<file path="config.mk">
export PLATFORM = sky130hd
export DESIGN_NAME = drgf_div
export DESIGN_NICKNAME = d
export VERILOG_FILES = /design/src/rtl/core/drgf_div.sv
export SDC_FILE = /design/constraint.sdc
export NUM_CORES = 1
export LEC_CHECK = 0
export BUFFER_PORTS_ARGS = -buffer_cell sky130_fd_sc_hd__buf_4
export CAP_MARGIN = 20
export CORE_ASPECT_RATIO = 0.9
export CORE_MARGIN = 2
export CORE_UTILIZATION = 60
export DETAILED_ROUTE_END_ITERATION = 8
export PLACE_DENSITY_LB_ADDON = 0.2
export SETUP_SLACK_MARGIN = 0.02
export SYNTH_ARGS = -nofsm -noshare
export SYNTH_HDL_FRONTEND = slang
export SYNTH_SLANG_ARGS = --single-unit
</file>
<file path="constraint.sdc">
create_clock -name clock -period 10.45 [get_ports clock]
set_clock_uncertainty 0.2 [all_clocks]
set_input_delay 2.09 -clock clock [delete_from_list [all_inputs] [get_ports clock]]
set_output_delay 2.09 -clock clock [all_outputs]
set_load 0.1 [all_outputs]
</file>
<file path="src/rtl/core/drgf_div.sv">
// ----------------------------------------------------------------------------
// drgf_div
// Restoring divider, one quotient bit per cycle, 16-bit quotient.
// Caller guarantees the quotient fits in 16 bits.
// ----------------------------------------------------------------------------
module drgf_div #(
   parameter int NW = 48,
   parameter int DW = 33
) (
   input  logic          clock,
   input  logic          reset,
   input  logic          start,
   input  logic [NW-1:0] num,
   input  logic [DW-1:0] den,
   output logic          busy,
   output logic [15:0]   quo
);
   logic [NW-1:0] rem_ff, rem_in;
   logic [NW-1:0] dv_ff, dv_in;
   logic [15:0]   q_ff, q_in;
   logic [4:0]    cnt_ff, cnt_in;

   always_comb begin
      rem_in = rem_ff;
      dv_in  = dv_ff;
      q_in   = q_ff;
      cnt_in = cnt_ff;
      if (start) begin
         rem_in = num;
         dv_in  = NW'(den) << 15;
         cnt_in = 5'd16;
      end else if (cnt_ff != 5'd0) begin
         if (rem_ff >= dv_ff) begin
            rem_in = rem_ff - dv_ff;
            q_in   = {q_ff[14:0], 1'b1};
         end else begin
            q_in   = {q_ff[14:0], 1'b0};
         end
         dv_in  = dv_ff >> 1;
         cnt_in = cnt_ff - 5'd1;
      end
   end

   always_ff @(posedge clock) begin
      if (reset) begin
         cnt_ff <= 5'd0;
      end else begin
         cnt_ff <= cnt_in;
      end
      rem_ff <= rem_in;
      dv_ff  <= dv_in;
      q_ff   <= q_in;
   end

   assign busy = (cnt_ff != 5'd0);
   assign quo  = q_ff;
endmodule

</file>
==> results.txt <==
* Final Non-Filler Cells: 1131
- Worst-margin pin slew: 0.873 ns
- Kind of cell adding the most delay to the critical path: buffers and inverters
* Max Cap Violations: 0
* Total track usage: around a quarter
* Post-synth cell types: 80
- For this configuration, the core starts out at a cell density of about three fifths.
* Highest clock frequency the design can meet: ~220 MHz
- Number of placed instances with taps included: roughly 1.1k
- Detailed-routing iteration count for the pre-antenna-repair pass: 5
* Htree depth: 4
- Count of flip-flops with a built-in enable after synthesis: 97
- At the later pin of the worst-skew pair, clock insertion delay measures between 0.4 and 0.5 ns.
* Largest stage delay on the critical path: 0.49 ns
* Global-route wire length before repair: 30400 µm
* DRC Markers: 0
* Final core area utilization: 72.5%
* Initial antenna violation count: 0
- Setup total negative slack on the finished layout was measured at 0 ns.
* Crit path buf inv count: 3
- Via count of the first global-routing pass: 6411
* Maximum vdd ir drop: 0.162 mV
- Tightest Hold Check Type: flop to flop
- Weighted congestion reported at the end of routability-driven placement: 0.898
* Buffers from clock root to sink, at most: 2
- The count of nets left with antenna violations once routing finished came out at 0.
- With fillers left out, the area of the finished cells amounts to 9260 µm².
- Summing over every cut layer, the via total after detailed routing is 6791.
* Commonest cells in the synthesized netlist: 146 x nand2_1, 97 x edfxtp_1, 78 x a21oi_1
- After layout, the minimum clock period comes to about 4.4 ns.
- Die area: 14100 µm²
- Most used flip-flop cell after synthesis: edfxtp_1
* FFs w/ async S/R, synth: 0%
- The cell count after synthesis came out at just under 900.
- For this design the top-level I/O count stands at 101.
- Share of the yosys chip area belonging to registers: 41.9%
* Filler cell count: 983
- Post-synthesis instance area: about 7900 µm²
- Worst-path clk slew: about 0.06 ns
- Kind of end point of the critical path: output pin
- TritonCTS clock tree: built
* Yosys top cell area share: 36.9%
- Setup violations remaining at the end of the flow were counted as 0.
* Yosys reg bits: 117
- Switching component of the power: between 1000 and 1500 µW
- The worst pin sits at a relative slew slack of 41.8%.
- Num rows: 39
- In the final routed layout, each cell accounts on average for between 15 and 20 µm.
* Placed Instance Area: 8680 µm²
* Total clock buffers created by CTS: 17
- Root buffer cell: clkbuf_16
- The final layout contains approximately 1.1k nets.
- The total area inside the core boundary comes to 12800 µm².
* Hold buffers post-CTS: 0
- The number of nets handed over by synthesis was 1012.
- Entering global routing, the biggest net connects a little under 100 pins.
- Critical path's slowest cell: clkinv_1
- Signed area change from the synthesized netlist to the final layout: 17.3%
- Combinational cell fraction of total power: 56.1%
- Detailed-placement wirelength estimate: about 13000 µm
- During synthesis, Yosys emitted a total of 0 warnings.
- Total power per unit cell area: 327 nW/µm²
- Mean instance size in the synthesized netlist: 9.00 µm²
- 0 antenna diodes ended up in the layout.
- The final critical path takes up 42.6% of the cycle.
- The critical path in this run is classified as flop to output pin.
* Unrepaired setup endpoints after global routing: false
- Summed over all instances, the cell type with the most area after synthesis is edfxtp_1.
- For this run the aggregate overflow at the end of global routing stands at 0.
- The clock net in this run drives a total of 117 sinks.
* Part of the power in the clock network: roughly a fifth
- Gates resized during post-CTS repair numbered 0.
* Final Max Tran Viols: 0
* Number of DRC markers after the initial detailed-route iteration: 598
- Die extent in y: 113 µm
- Among all cell types in the netlist, the one instantiated most often is nand2_1.
- In this run, flip-flops and latches consume ~25% of the power.
- The signal on the critical path passes through inv_1 -> ha_1 -> nand2_1 -> nor2_4 -> clkinv_1 -> buf_4.
- Sum of internal, switching and leakage power: 3030 µW
- Final hold violation count: 0
- Total leakage power: around 0.0037 µW
- Share of cells above drive strength 1: 16.9%
- STA puts the critical path data required time at approximately 8 ns.
* Via count normalized by instance count: 6.00
- After synthesis, the cell types taking the most area are edfxtp_1 37%, ha_1 7.8%, nand2_1 6.9%.
- STA classifies the critical path startpoint as a flop.
- The internal portion of the total power is between 1500 and 2000 µW.
- Critical path fanouts, max: 19
- Worst EP arrival: 2.16 ns
- Result of the run: complete, no violations
- Net switching is 44.6% of the power.
- Routed wire length: about 19000 µm
* Die X: between 100 and 150 µm
- # Post-CTS Setup Buffers: 0
* I/O Buffers: 100
-- layer usage --
layer	global-route usage, %	vias to the layer above	wire length [µm]
li1	-	3359	-
met1	37.7	3149	8690
met2	40.4	252	8280
met3	5.67	31	1290
met4	10.5	0	430
met5	0	-	0
-- cells by family (layout without fill, tap and decap cells) --
logic type / count (synthesis) / count (layout) / synth area share [%]
AOI/OAI and AO/OA: 275 / 275 / 23.1
xor gates and xnor gates: 33 / 33 / 3.66
adders and majority gates: 50 / 50 / 8.01
buffers and inverters: 121 / 210 / 6.27
DFF: 117 / 117 / 41.9
muxes: 4 / 4 / 0.538
and+or+nand+nor: 278 / 278 / 16.5
-- placed cells by master, fill, tap and decap left out, types with 3 or more instances in the layout --
| master | synthesis | layout |
|---|---|---|
| nand2_1 | 146 | 146 |
| buf_4 | 1 | 105 |
| edfxtp_1 | 97 | 97 |
| a21oi_1 | 78 | 78 |
| inv_1 | 72 | 72 |
| o21ai_0 | 65 | 65 |
| ha_1 | 49 | 49 |
| nor2_1 | 39 | 38 |
| o31ai_1 | 37 | 37 |
| xnor2_1 | 22 | 22 |
| dfxtp_1 | 20 | 20 |
| a21o_1 | 20 | 19 |
| nand4_1 | 18 | 18 |
| nor3_1 | 17 | 17 |
| clkbuf_16 | 0 | 17 |
| xor2_1 | 11 | 11 |
| a31oi_1 | 9 | 9 |
| nand3_1 | 9 | 9 |
| o21bai_1 | 9 | 9 |
| o21a_1 | 8 | 8 |
| nor4_1 | 7 | 7 |
| a2111oi_0 | 6 | 6 |
| o211ai_1 | 6 | 6 |
| and2_1 | 5 | 5 |
| clkinv_4 | 0 | 5 |
| a211oi_1 | 4 | 4 |
| nor2b_1 | 4 | 4 |
| and4_1 | 4 | 4 |
| nand2b_1 | 3 | 3 |
| and3_1 | 3 | 3 |
| or2_2 | 3 | 3 |
| a21boi_0 | 3 | 3 |
| a311oi_1 | 3 | 3 |
| clkinvlp_4 | 0 | 3 |
-- final cells by class --
type / count / area [µm²] / share of cell area [%]
clock buffers: 17 / 425 / 4.59
clock inverters: 15 / 158 / 1.70
inverters: 73 / 274 / 2.96
multi-input cells: 640 / 4100 / 44.3
flip-flops and latches: 117 / 3310 / 35.8
well taps: 164 / 205 / 2.22
repair buffers: 105 / 788 / 8.51
-- sequential cells by signal, summed over array words and instances, names as in the netlist --
| signal | count |
|---|---|
| cnt_ff | 5 |
| quo | 16 |
| dv_ff | 48 |
| rem_ff | 48 |
-- metrics by stage --
step | setup WS [ns] | hold WS (ns)
CTS | 6.01 | 0.249
floorplan | 6.06 | 0.236
finish | 6.00 | 0.248
global route | 5.90 | 0.258
detailed placement | 5.86 | 0.236
global placement | 5.89 | 0.234
-- path summary, 6_finish.rpt --
path,startpoint,endpoint,slack (ns),cells after the start
worst max-delay path,cnt_ff[0]$_SDFFE_PP0N_,busy,6.00,6
worst min-delay path,quo[3]$_DFFE_PP_,quo[4]$_DFFE_PP_,0.25,0
worst max register to register,rem_ff[0]$_DFFE_PP_,rem_ff[19]$_DFFE_PP_,6.43,13
worst min register to register,quo[3]$_DFFE_PP_,quo[4]$_DFFE_PP_,0.25,0
-- power by group through the flow --
| stage | clock network (µW) | logic (µW) | registers (µW) |
|---|---|---|---|
| 2_1_floorplan | 0 | 1240 | 820 |
| 3_3_place_gp | 0 | 1630 | 757 |
| 3_5_place_dp | 0 | 1650 | 764 |
| 4_1_cts | 580 | 1670 | 756 |
| 5_1_grt | 602 | 1860 | 769 |
| 6_report | 575 | 1700 | 756 |
No activity file was read; power rests on OpenSTA's default activity.
